File: src/lef_pkg.sv
// ----------------------------------------------------------------------------
// lef_pkg: shared definitions for the 3x3 Laplacian edge filter
// Frame limits, register indexes, field widths and the types passed between
// the window cells, the kernel and the top level.
// ----------------------------------------------------------------------------
package lef_pkg;

  // Frame limits and derived widths.
  localparam int MAX_WIDTH  = 1024;
  localparam int MAX_HEIGHT = 1024;
  localparam int MIN_DIM    = 3;
  localparam int COL_W      = $clog2(MAX_WIDTH);
  localparam int ROW_W      = $clog2(MAX_HEIGHT + 2);
  localparam int DIM_W      = 11;
  localparam int PIX_W      = 8;
  localparam int IDX_W      = 2;
  localparam int NUM_COLS   = 3;

  // Register indexes on the configuration port.
  localparam logic [IDX_W-1:0] REG_WIDTH  = 2'd0;
  localparam logic [IDX_W-1:0] REG_HEIGHT = 2'd1;

  // Reset values of the frame size registers.
  localparam logic [DIM_W-1:0] WIDTH_RESET  = 11'd640;
  localparam logic [DIM_W-1:0] HEIGHT_RESET = 11'd480;

  // Largest clamped result.
  localparam logic [PIX_W-1:0] PIX_MAX = 8'd255;

  // One window column: the pixel two rows up, one row up and on this row.
  typedef struct packed {
    logic [PIX_W-1:0] top;
    logic [PIX_W-1:0] mid;
    logic [PIX_W-1:0] bot;
  } col_t;

  // Per-beat status that travels down the pipeline.
  typedef struct packed {
    logic emit;
    logic border;
    logic last;
  } flags_t;

  // Clamp a written dimension into the supported range.
  function automatic logic [DIM_W-1:0] sat_dim(input logic [DIM_W-1:0] v,
                                               input logic [DIM_W-1:0] top);
    logic [DIM_W-1:0] res;
    if (v < DIM_W'(MIN_DIM)) begin
      res = DIM_W'(MIN_DIM);
    end else if (v > top) begin
      res = top;
    end else begin
      res = v;
    end
    return res;
  endfunction

endpackage

File: src/lef_cell.sv
// ----------------------------------------------------------------------------
// lef_cell: one column of the 3x3 window
// Holds three pixels; takes the new or the neighbor's column on every shift.
// ----------------------------------------------------------------------------
module lef_cell
  import lef_pkg::*;
(
  input  logic clk,
  input  logic rst,
  input  logic shift,
  input  col_t col_in,
  output col_t col
);

  // Column register, cleared at reset.
  always_ff @(posedge clk) begin
    if (rst) begin
      col <= '0;
    end else if (shift) begin
      col <= col_in;
    end
  end

endmodule

File: config.mk
export PLATFORM = sky130hd
export DESIGN_NAME = lef_cell
export DESIGN_NICKNAME = d
export VERILOG_FILES = /design/src/lef_pkg.sv /design/src/lef_cell.sv
export SDC_FILE = /design/constraint.sdc
export NUM_CORES = 1
export LEC_CHECK = 0
export BUFFER_PORTS_ARGS = -buffer_cell sky130_fd_sc_hd__buf_2
export CAP_MARGIN = 0
export CORE_ASPECT_RATIO = 1.25
export CORE_MARGIN = 10
export CORE_UTILIZATION = 44
export DETAILED_ROUTE_END_ITERATION = 10
export PLACE_DENSITY = 0.92
export SETUP_SLACK_MARGIN = 0.15
export SKIP_CTS_REPAIR_TIMING = 1
export SYNTH_ARGS = -nofsm -noshare
export SYNTH_HDL_FRONTEND = slang
export SYNTH_SLANG_ARGS = --single-unit
export TNS_END_PERCENT = 5
File: constraint.sdc
create_clock -name clk -period 1.77 [get_ports clk]
set_clock_uncertainty 0.1 [all_clocks]
set_input_delay 0.354 -clock clk [delete_from_list [all_inputs] [get_ports clk]]
set_output_delay 0.354 -clock clk [all_outputs]
set_load 0.01 [all_outputs]
Word level (Yosys, flattened, before mapping)
Cells that the tools add are included.

Register bits after elaboration: 24. Input bits: 27. Output and inout bits: 24. Logic and storage cells: 3.

Depth between registers and ports, before layout
Word-level depth: 0. Mapped depth: 4. Depth with buffers taken out: 2.

Worst setup path before layout
OpenSTA, ideal clock, no wires.

Path type: input -> register. From: input port shift. To: register col[0] (netlist name). Setup time: 128 ps. Data arrival time: 819 ps. Data required time: 1542 ps. Slack: 723 ps. Stages on the path: 4. Buffers on the path: 2. Cells stage by stage: buf_6 > buf_12 > mux2i_1 > nor2_1.

RTL lines: start, declared (line lef_cell.sv:10) `input logic shift,`; end signal, assigned (line lef_cell.sv:20) `col <= col_in;`; end, declared (line lef_cell.sv:12) `output col_t col`.

Worst setup path after layout
From: register col[15] (netlist name). To: output port col[15] (netlist name).

No word-level cell between the ends.

==> results.py <==
metrics = {
    "status": {
        "status": "complete, no violations",
    },
    "yosys": {
        "synth_area_per_cell_um2": 11.3,
        "syn_nets": 104,
        "seq_area_frac_synth_pct": 55.3,
        "netlist_instances": 77,
        "synth_area_leaders": "dfxtp_1 55%, mux2i_1 28%, nor2_1 10%",
        "synth_area_um2": 870,
        "netlist.area_leader.share_pct": 55.3,
        "ys_ff_latch": 24,
        "synth_top_cell_by_area": "dfxtp_1",
        "yosys_warnings": 0,
        "synth_cell_types": 6,
    },
    "setup_path": {
        "worstRegToRegCells": 2,
        "critPathTopFamily": "flip-flops",
        "path_class": "reg -> out",
        "path_max_fanout": 2,
        "max_stage_delay_ns": 0.36,
        "worst_ep_required_time_ns": 1.32,
        "reg2reg_to": "col[20]",
        "crit_buf_inv": 1,
        "r2r_slack_ns": 1.03,
        "worstPathCellList": "buf_2",
        "end_kind": "output port",
        "start_kind": "flop",
        "worstPathArrival_ns": 0.79,
        "cp.depth": 1,
        "cp_slowest_cell": "dfxtp_1",
        "r2r-start": "col[20]",
    },
    "route": {
        "ant_nets": 0,
        "wl_per_cell_um": 14.0,
        "vias": 685,
        "route.detailed.drc": 0,
        "drt_iter0_drc": 7,
        "wirelength_um": 2030,
        "first_pass_iters": 4,
        "viasPerCell": 4.72,
    },
    "die": {
        "start_util_pct": 47.5,
        "fp.dieW_um": 59.8,
        "dieHeight_um": 69.7,
        "ioPinCount": 51,
        "core.rowCount": 17,
        "coreArea_um2": 1830,
        "die-area_um2": 4170,
    },
    "cts": {
        "cts-root-buf": "clkbuf_4",
        "cts-htree-levels": 1,
        "cts_buffers": 3,
        "clk-insertion-delay-late_ns": 0.29,
        "clk_pin_slew_ns": 0.12,
        "cts_tree": "built",
        "cts_sinks": 24,
        "clockBufferDepth": 2,
    },
    "hold_path": {
        "hold_class": "in -> reg",
        "hp-start": "col_in[19]",
        "holdPathStages": 3,
        "min_to": "col[19]",
    },
    "timing": {
        "layout_min_cycle_time_ns": 1.24,
        "tightest_slew_ns": 0.396,
        "clock.fmax_ghz": 0.806,
        "fin_crit_sh_pct": 70.1,
        "setup_viol": 0,
        "report.final.hold_viol_count": 0,
        "rsz0062_at_grt": "no",
        "maxSlewHeadroom_pct": 73.6,
        "finalSetupTns_ns": 0,
        "hold_ws_ns": 0.184,
        "final_max_slew_viol_count": 0,
    },
    "layout": {
        "nFillCells": 151,
        "final_common_cell": "buf_2",
        "largest_reg_flops": 24,
        "multi_input_area_um2": 330,
        "final_cells": 145,
        "reg.largest.list": "col x24",
        "nets": 155,
        "most-common-layout-cells": "50 x buf_2, 24 x mux2i_1, 24 x nor2_1, 24 x dfxtp_1, 3 x clkbuf_4",
        "seq_area_um2": 480,
        "final_core_util_pct": 61.6,
        "stdcell_area_um2": 1130,
        "area_growth_syn_to_layout_pct": 29.6,
        "drive_gt1_share_pct": 42.9,
        "diodes": 0,
        "regMostFlops": "col",
    },
    "grt": {
        "antenna_found_initial": 0,
        "grt_pass1_wl_um": 3310,
        "grt_max_degree": 25,
        "grt_usage_pct": 9.58,
        "overflow": 0,
        "first_global_vias": 744,
    },
    "power_and_ir_drop": {
        "p_per_area_nw_per_um2": 847,
        "ir_drop_uv": 533,
        "leakage_nw": 0.630,
    },
    "placed_design": {
        "hpwl_um": 1660,
        "placedCellCount": 142,
        "gp_congestion": 0.646,
        "port_buffers": 50,
        "placed_cell_area_um2": 1100,
    },
    "job": {
        "cap_violations": 0,
    },
}
-- cell families (layout without fill, tap and decap cells) --
family                 after synthesis  after routing  synth area share (%)
and+or+nand+nor                     24             24                  10.4
muxes                               24             24                  27.6
buffers and inverters                5             54                  6.76
DFF                                 24             24                  55.3
-- routing by layer --
metal	track usage, %	vias to the layer above	routed length, µm
li1	-	351	-
met1	10.7	297	907
met2	15.0	37	876
met3	5.12	0	245
met4	2.99	0	0
met5	0	-	0
-- area by class of cell --
| class | instances | share of cell area, % |
|---|---|---|
| clock buffers | 3 | 2.00 |
| multi-input cells | 48 | 29.3 |
| flip-flops and latches | 24 | 42.6 |
| well taps | 19 | 2.11 |
| repair buffers | 51 | 24.0 |
-- worst max path at each step --
stage | from | end | slack, ns
after detailed placement | shift | col[21] | 0.40
after global placement | shift | col[10] | 0.45
after global routing | col[15] | col[15] | 0.47
after CTS | col[15] | col[15] | 0.51
final | col[15] | col[15] | 0.53
after floorplan | shift | col[0] | 0.72
-- where the power goes --
group	internal [mW]	switching (mW)	leakage [nW]	total, mW
Combinational	0.0766	0.0742	0.418	0.151
Clock	0.0791	0.137	0.0138	0.216
Sequential	0.572	0.0149	0.198	0.587
Total	0.728	0.226	0.630	0.954
-- worst reg2reg max path, stage by stage (launching register included) --
cell and delay [ns]:
dfxtp_1 0.32, mux2i_1 0.15, nor2_1 0.06
-- synthesized netlist by cell type --
library cell and number:
buf_12 2, nor2_1 24, dfxtp_1 24, mux2i_1 24, clkbuf_1 2, buf_6 1
-- stage by stage --
stage	setup WS, ns	total power [mW]
6_report	0.529	0.954
5_1_grt	0.467	1.01
4_1_cts	0.511	0.971
3_5_place_dp	0.404	0.754
3_3_place_gp	0.453	0.747
2_1_floorplan	0.723	0.688
(Power assumes the default switching activity.)
