===== config.mk =====
export PLATFORM = sky130hd
export DESIGN_NAME = lef_kernel
export DESIGN_NICKNAME = d
export VERILOG_FILES = /design/src/lef_pkg.sv /design/src/lef_kernel.sv
export SDC_FILE = /design/constraint.sdc
export NUM_CORES = 1
export LEC_CHECK = 0
export ABC_AREA = 1
export ABC_CLOCK_PERIOD_IN_PS = 6800
export BUFFER_PORTS_ARGS = -buffer_cell sky130_fd_sc_hd__buf_2
export CAP_MARGIN = 40
export CORE_ASPECT_RATIO = 1.75
export CORE_MARGIN = 5
export CORE_UTILIZATION = 46
export CTS_BUF_LIST = sky130_fd_sc_hd__clkbuf_4 sky130_fd_sc_hd__clkbuf_8
export DETAILED_ROUTE_END_ITERATION = 16
export PLACE_DENSITY_LB_ADDON = 0.2
export SETUP_SLACK_MARGIN = 0.4
export SLEW_MARGIN = 25
export SYNTH_ARGS = -nofsm -noshare
export SYNTH_HDL_FRONTEND = slang
export SYNTH_SLANG_ARGS = --single-unit
export TNS_END_PERCENT = 20

===== constraint.sdc =====
create_clock -name clk -period 6.8 [get_ports clk]
set_input_delay 0.68 -clock clk [delete_from_list [all_inputs] [get_ports clk]]
set_output_delay 0.68 -clock clk [all_outputs]
set_load 0.02 [all_outputs]

===== src/lef_pkg.sv =====
// ----------------------------------------------------------------------------
// lef_pkg: shared definitions for the 3x3 Laplacian edge filter
// Frame limits, register indexes, field widths and the types passed between
// the window cells, the kernel and the top level.
// ----------------------------------------------------------------------------
package lef_pkg;

  // Frame limits and derived widths.
  localparam int MAX_WIDTH  = 1024;
  localparam int MAX_HEIGHT = 1024;
  localparam int MIN_DIM    = 3;
  localparam int COL_W      = $clog2(MAX_WIDTH);
  localparam int ROW_W      = $clog2(MAX_HEIGHT + 2);
  localparam int DIM_W      = 11;
  localparam int PIX_W      = 8;
  localparam int IDX_W      = 2;
  localparam int NUM_COLS   = 3;

  // Register indexes on the configuration port.
  localparam logic [IDX_W-1:0] REG_WIDTH  = 2'd0;
  localparam logic [IDX_W-1:0] REG_HEIGHT = 2'd1;

  // Reset values of the frame size registers.
  localparam logic [DIM_W-1:0] WIDTH_RESET  = 11'd640;
  localparam logic [DIM_W-1:0] HEIGHT_RESET = 11'd480;

  // Largest clamped result.
  localparam logic [PIX_W-1:0] PIX_MAX = 8'd255;

  // One window column: the pixel two rows up, one row up and on this row.
  typedef struct packed {
    logic [PIX_W-1:0] top;
    logic [PIX_W-1:0] mid;
    logic [PIX_W-1:0] bot;
  } col_t;

  // Per-beat status that travels down the pipeline.
  typedef struct packed {
    logic emit;
    logic border;
    logic last;
  } flags_t;

  // Clamp a written dimension into the supported range.
  function automatic logic [DIM_W-1:0] sat_dim(input logic [DIM_W-1:0] v,
                                               input logic [DIM_W-1:0] top);
    logic [DIM_W-1:0] res;
    if (v < DIM_W'(MIN_DIM)) begin
      res = DIM_W'(MIN_DIM);
    end else if (v > top) begin
      res = top;
    end else begin
      res = v;
    end
    return res;
  endfunction

endpackage


===== src/lef_kernel.sv =====
// ----------------------------------------------------------------------------
// lef_kernel: Laplacian arithmetic
// Registers two partial sums of the eight neighbors and the center, then
// forms eight times the center minus the neighbors, clamped to 0..255.
// ----------------------------------------------------------------------------
module lef_kernel
  import lef_pkg::*;
(
  input  logic             clk,
  input  logic             load,
  input  col_t             win [NUM_COLS],
  output logic [PIX_W-1:0] centre,
  output logic [PIX_W-1:0] lap
);

  logic [PIX_W+1:0] sum_a;
  logic [PIX_W+1:0] sum_b;
  logic signed [PIX_W+3:0] acc;

  // First step: two sums of four neighbors each.
  always_ff @(posedge clk) begin
    if (load) begin
      sum_a  <= 10'(win[0].top) + 10'(win[1].top) + 10'(win[2].top) + 10'(win[0].mid);
      sum_b  <= 10'(win[2].mid) + 10'(win[0].bot) + 10'(win[1].bot) + 10'(win[2].bot);
      centre <= win[1].mid;
    end
  end

  // Second step: subtract from eight times the center and clamp.
  always_comb begin
    acc = $signed({1'b0, centre, 3'b000}) - $signed({2'b00, sum_a})
          - $signed({2'b00, sum_b});
    if (acc < 0) begin
      lap = '0;
    end else if (acc > $signed({4'b0000, PIX_MAX})) begin
      lap = PIX_MAX;
    end else begin
      lap = acc[PIX_W-1:0];
    end
  end

endmodule


Word-level counts from Yosys, hierarchy flattened
Index checks and enable logic that the tools add are counted.

Multiplexer cells: 2. Equality and inequality tests: 0. Shift-type cells: 0. Divide/modulo/power cells: 0. Multiply operators: 0. $lt $le $gt $ge: 2. Reductions and logical operators: 0. Bitwise operators: 0. Add/sub/neg operators: 8.

Operators by type and width (count): 10-bit by 8-bit adder with 10-bit output (2); 9-bit by 8-bit adder with 10-bit output (2); 8-bit by 8-bit adder with 9-bit output (2); 8-bit two-way mux (2); 12-bit by 9-bit greater-than comparator with 1-bit output, second input constant (1); 12-bit by 1-bit less-than comparator with 1-bit output, second input constant (1); 11-bit by 10-bit subtractor with 12-bit output (1); 12-bit by 11-bit subtractor with 12-bit output (1).

Memories: 0. Register bits: 28. Bits in read-only memories: 0. Latch bits: 0. Output and inout bits: 16. Logic and storage cells: 15. Input bits: 74. Bits in writable memories: 0.

Logic depth before layout (Yosys ltp)
Gate-level depths: netlist of run 1.

Word-level depth: 5. Depth in mapped cells: 15. Mapped depth without buffers: 15.

Least setup slack after synthesis of run 1
No wires, ideal clock.

Path kind: input -> register. Start point: input win[17] (netlist name). End point: register sum_a[7], data pin. Stages on the path: 9. Buffers on the path: 0. Data arrival time: 2.793 ns. Setup time: 0.262 ns. Data required time: 6.538 ns. Slack: 3.745 ns. Cell sequence: fa_1 > fa_1 > ha_1 > inv_1 > fa_1 > o21ai_1 > a21oi_1 > o21bai_1 > xor2_1.

Word-level cells in the longest chain between the ends: 2.

RTL lines: start: declaration (line lef_kernel.sv:11) `input col_t win [NUM_COLS],`; 9-bit by 8-bit adder with 10-bit output (line lef_kernel.sv:23) `sum_a <= 10'(win[0].top) + 10'(win[1].top) + 10'(win[2].top) + 10'(win[0].mid);`; 10-bit by 8-bit adder with 10-bit output (line lef_kernel.sv:23); end signal: assignment (line lef_kernel.sv:23); end: declaration (line lef_kernel.sv:16) `logic [PIX_W+1:0] sum_a;`.

No other way between the ends. A chain may end at the register's enable or synchronous reset.

Worst setup path in the final report of run 1
Start point: register centre[1]. End point: output lap[0].

Word-level cells in the longest chain between the ends: 5. Elaborated cells between the ends (all ways): 6. Classes of those cells: add/sub: 2; order compare: 2; mux: 2.

RTL lines: start: declaration (line lef_kernel.sv:12) `output logic [PIX_W-1:0] centre,`; start signal: assignment (line lef_kernel.sv:25) `centre <= win[1].mid;`; 11-bit by 10-bit subtractor with 12-bit output (*) (line lef_kernel.sv:31) `acc = $signed({1'b0, centre, 3'b000}) - $signed({2'b00, sum_a})`; 12-bit by 11-bit subtractor with 12-bit output (*) (line lef_kernel.sv:32) `- $signed({2'b00, sum_b});`; 12-bit by 9-bit greater-than comparator with 1-bit output (line lef_kernel.sv:35) `end else if (acc > $signed({4'b0000, PIX_MAX})) begin`; 8-bit two-way mux (line lef_kernel.sv:35); 8-bit two-way mux (*) (line lef_kernel.sv:33) `if (acc < 0) begin`; end: declaration (line lef_kernel.sv:13) `output logic [PIX_W-1:0] lap`.

Every way passes the cells marked *; elsewhere a longest branch is shown, timed or not.

==> results.cfg, run 1 <==
[critical_path]
start_kind = flip-flop
worstSetupPathType = reg2out
arrival_ns = 2.69
crit_path_max_fanout = 8
worstSetupEndpointType = output pin
worstPathRequired_ns = 6.12

[power]
p_leak_uw = 0.00186
p_switching_uw = 868
switching_share_pct = 52.1
pwr-share-clk_pct = 5.0
power.share.sequential_pct = 16.9
combinationalPowerShare_pct = 78.0
irDropWorstVdd_v = 0.000152
p_int_uw = 797
p_per_area_mw_per_mm2 = 462
power_uw = 1670

[timing]
fin_crit_sh_pct = 49.5
worst_slack_ns = 3.43
period_minus_slack_ns = 3.37
fin_setup_tns_ns = 0
slew_headroom_pct = 60.0
whs_ns = 0.579
rsz0062_at_grt = no
finalSetupViolCount = 0
timing.fmax_ghz = 0.297
hold_viol = 0
drv_slew = 0
worstMarginPinSlew_ns = 0.599

[floorplan]
initial_utilization_pct = 46.8
fp.coreArea_sq_mm = 0.00644
fp.dieW_microns = 71.2
die_area_sq_mm = 0.00834
die_y_microns = 117
pin_count = 90
rows = 39

[route]
drt-vias-per-instance = 4.88
route.detailed.drc = 0
vias = 2323
dr.pass1.iters = 4
routed_wl_microns = 5920
wl_per_cell_microns = 12.4
ant_nets = 0
drt_iter0_markers = 33

[place]
portBuffers = 89
gp_congestion = 0.817
placedCellCount = 473
post-place-ws_ns = 3.48
hpwl_microns = 5500

[grt]
grt-ovfl-total = 0
antenna_found_initial = 0
grt_pass1_vias = 2509
grt_pass1_wl_microns = 10100
grt_max_degree = 29
grt_use_total_pct = 15.3

[synth]
ys_seq_area_share_pct = 27.9
synth_warnings = 0
syn_area_per_cell_sq_um = 9.98
synth_nets = 447
yosys.area.top_type = edfxtp_1
synth_area_sq_mm = 0.00302
ys_ff_latch = 28
synth.top_cell.area_share_pct = 27.9
ys_types = 27
synth_area_leaders = edfxtp_1, fa_1, ha_1
postSynthCellCount = 302

[finish]
area_growth_pct = 19.5
regArea_sq_um = 841
num_antenna_cells = 0
final_cell_mix = buf_2, inv_1, nand2_1
final_cells = 476
multi_input_area_sq_mm = 0.00194
nNetsFinal = 541
drive_gt1_share_pct = 26.9
mostFrequentLayoutCell = buf_2
nFillCells = 634

[clock_network]
cts_buffers = 3
cts_tree = done
postCtsHoldBufs = 0
cts_resized = 0
cts_root_buffer = clkbuf_8
clk_pin_slew_worst_paths_ns = 0.08
h-tree-depth = 1
clockBufferDepth = 2
post_cts_buffers = 0
cts_sinks = 28

[status]
status = finished, final reports clean

[run]
cap_violations = 0

[worst_hold_path]
holdCritPathClass = in2reg
==> worst paths after layout <==
check,from,depth (start not counted),slack (ns),to
worst max-delay path,centre[1],13,3.43,lap[0]
worst min-delay path,win[35],1,0.58,centre[3]
==> worst max-delay path, stage by stage, from the launching register on <==
cell	delay [ns]
edfxtp_1	0.44
fa_1	0.49
ha_1	0.36
a21oi_1	0.19
nand2_1	0.11
nand2_1	0.11
nand2_1	0.06
nand2_1	0.07
nand2_2	0.08
nor2_8	0.15
nand3_1	0.10
nand2_1	0.07
inv_1	0.03
buf_2	0.14
==> sequential cells by signal, indices dropped and copies added, names as in the netlist <==
| signal | cells |
|---|---|
| centre | 8 |
| sum_a | 10 |
| sum_b | 10 |
==> synthesized netlist by cell type, drive strengths merged <==
cell type,n
nand3b,1
inv,63
ha,31
fa,40
nand4,5
xnor2,6
a21oi,20
nor2,9
a21o,1
or2,1
edfxtp,28
nand2,59
xor2,9
o21ai,3
and2,1
o21bai,1
nand3,22
o211ai,2
==> layer usage <==
layer	global-route usage [%]	vias to the layer above	wire, microns
met3	1.37	11	217
li1	-	1149	-
met1	13.9	1111	1850
met5	0	-	0
met4	8.53	0	226
met2	31.8	52	3630
==> layout make-up <==
class | instances | area share (%)
Clock buffer | 3 | 1.15
Inverter | 63 | 6.56
Multi-Input combinational cell | 211 | 53.8
Sequential cell | 28 | 23.3
Tap cell | 82 | 2.85
Timing Repair Buffer | 89 | 12.4
==> through the flow <==
step / instance area, sq um / util [%]
after floorplan: 3020 / -
after global placement: 3560 / 55.3
after detailed placement: 3560 / 55.3
after CTS: 3600 / 56.0
after global routing: 3600 / 56.0
final: 3600 / 56.0
==> power by group through the flow <==
| stage | clock, uW | sequential, uW | combinational, uW |
|---|---|---|---|
| after floorplan | 0 | 285 | 1020 |
| after global placement | 0 | 287 | 1280 |
| after detailed placement | 0 | 288 | 1310 |
| after CTS | 88.0 | 284 | 1310 |
| after global routing | 94.9 | 287 | 1490 |
| final | 84.1 | 282 | 1300 |
==> cells by family after synthesis <==
group	Yosys count	share of synthesized area, %
simple gates	98	15.4
fa+ha+maj	71	39.4
buf+inv	63	7.84
flops	28	27.9
compound gates	27	5.06
xor+xnor	15	4.36
No activity file was read; power rests on OpenSTA's default activity.
==> inputs of run 2 (changes only) <==
- ABC_CLOCK_PERIOD_IN_PS: 6800 -> 2900
- clock period: 6.8 -> 2.9 ns (I/O delays scaled with it)
==> run 2 against run 1 <==
Cell area is 9.8% higher; routed wire length is 9.8% higher; hold slack worse by 0.38 ns; largest cell class unchanged; critical path depth is 1 higher; global-route usage is 0.46 points higher; first-iteration DRC count is 120% higher; count of clock-buffer cells in the layout stayed put; sequential cell count stayed put; power grew to 3.0 times the previous value; worst setup slack worse by 3.4 ns; critical endpoint is now lap[4]; largest power group unchanged; final cell count is 2.7% higher.
==> results.cfg, run 2 (synthesized netlist as in run 1, its figures left out) <==
[status]
status = finished, final reports clean

[route]
drt-vias-per-instance = 4.97
routed_wl_microns = 6500
wl_met2_microns = 3900
ant_nets = 0
m1WireLength_microns = 2000
dr.pass1.iters = 4
route.detailed.drc = 0
drt_iter0_markers = 74
vias = 2430
top_layer = met4
wl_per_cell_microns = 13.3
dr_wl_met3_microns = 253

[floorplan]
rows = 39
initial_utilization_pct = 46.8
fp.dieW_microns = 71.2
die_y_microns = 117
fp.coreArea_sq_mm = 0.00644
die_area_sq_mm = 0.00834
pin_count = 90

[critical_path]
crit_chain = inv_2, fa_1, inv_2, ha_4, or2_4, nand3_4, nand2_2, nand2_2, nand2_4, nor2_8, nand3_2, nand2_2, inv_2, buf_6
crit_path_max_fanout = 8
worstSetupPathType = reg2out
cp_num_buf_inv = 4
cpLargestDelayFamily = simple AND/OR/NAND/NOR gates
max_stage_delay_ns = 0.54
worstPathRequired_ns = 2.61
slowest_stage = fa_1
worstSetupEndpointType = output pin
arrival_ns = 2.60
start_kind = flip-flop

[timing]
worstMarginPinSlew_ns = 0.597
period_minus_slack_ns = 2.89
timing.fmax_ghz = 0.346
fin_crit_sh_pct = 99.6
whs_ns = 0.195
worst_slack_ns = 0.0107
slew_headroom_pct = 60.2
drv_slew = 0
finalSetupViolCount = 0
fin_setup_tns_ns = 0
hold_viol = 0
rsz0062_at_grt = yes

[clock_network]
postCtsHoldBufs = 0
cts_buffers = 3
clockBufferDepth = 2
cts_root_buffer = clkbuf_8
cts_tree = done
cts_sinks = 28
clk_pin_slew_worst_paths_ns = 0.08
h-tree-depth = 1

[finish]
num_antenna_cells = 0
multi_input_area_sq_mm = 0.00216
nNetsFinal = 554
final_cells = 489
nFillCells = 562
final_cell_mix = buf_2, inv_1, nand2_1
mostFrequentLayoutCell = buf_2
largestRegisters = sum_a: 10 flops, sum_b: 10 flops, centre: 8 flops
drive_gt1_share_pct = 40.3
regArea_sq_um = 841
area_growth_pct = 31.2

[power]
irDropWorstVdd_v = 0.000501
p_per_area_mw_per_mm2 = 1250
combinationalPowerShare_pct = 82.6
power.share.sequential_pct = 13.4
switching_share_pct = 50.6
pwr-share-clk_pct = 4.0
power_uw = 4950
p_int_uw = 2450
p_switching_uw = 2500
p_leak_uw = 0.00193

[run]
cap_violations = 0

[grt]
grt_max_degree = 29
antenna_found_initial = 0
grt_use_total_pct = 15.8
grt_pass1_vias = 2575
grt-ovfl-total = 0
grt_pass1_wl_microns = 10400

[place]
portBuffers = 89
placedCellCount = 473
post-place-ws_ns = 0.0996
hpwl_microns = 5380
gp_congestion = 0.825

[worst_hold_path]
holdCritPathClass = in2reg
## run 2: area by class of cell
type                    count  share of cell area [%]
multi-input cells         211                    54.6
flip-flops and latches     28                    21.3
repair buffers            102                    14.5
inverters                  63                    5.98
well taps                  82                    2.59
clock buffers               3                    1.04
## run 2: power by group through the flow
| stage | sequential, uW | combinational (uW) | clock (uW) |
|---|---|---|---|
| 6_report | 661 | 4090 | 199 |
| 5_1_grt | 670 | 4540 | 225 |
| 4_1_cts | 663 | 3860 | 207 |
| 3_5_place_dp | 673 | 3090 | 0 |
| 3_3_place_gp | 672 | 3010 | 0 |
| 2_1_floorplan | 669 | 2400 | 0 |
## run 2: path summary, 6_finish.rpt
path,slack (ns),depth (start not counted),to,startpoint
setup / recovery,0.01,14,lap[4],centre[0]
hold / removal,0.19,1,centre[2],win[34]
## run 2: what timing repair did
item | in CTS | in global routing
setup buffers | 9 | 4
endpoints found under the setup margin | 9 | 10
pin swaps | 24 | 28
hold endpoints to repair | 0 | 0
resized for setup | 36 | 21
## run 2: metrics by stage
step	util [%]	instance area [sq um]
after global routing	61.4	3960
after detailed placement	55.5	3570
final	61.4	3960
after global placement	55.5	3570
after CTS	60.1	3870
after floorplan	-	3020
## run 2: per-layer routing
| layer | up-vias | global-route usage [%] |
|---|---|---|
| li1 | 1180 | - |
| met1 | 1166 | 14.9 |
| met2 | 65 | 31.8 |
| met3 | 19 | 1.54 |
| met4 | 0 | 9.16 |
| met5 | - | 0 |
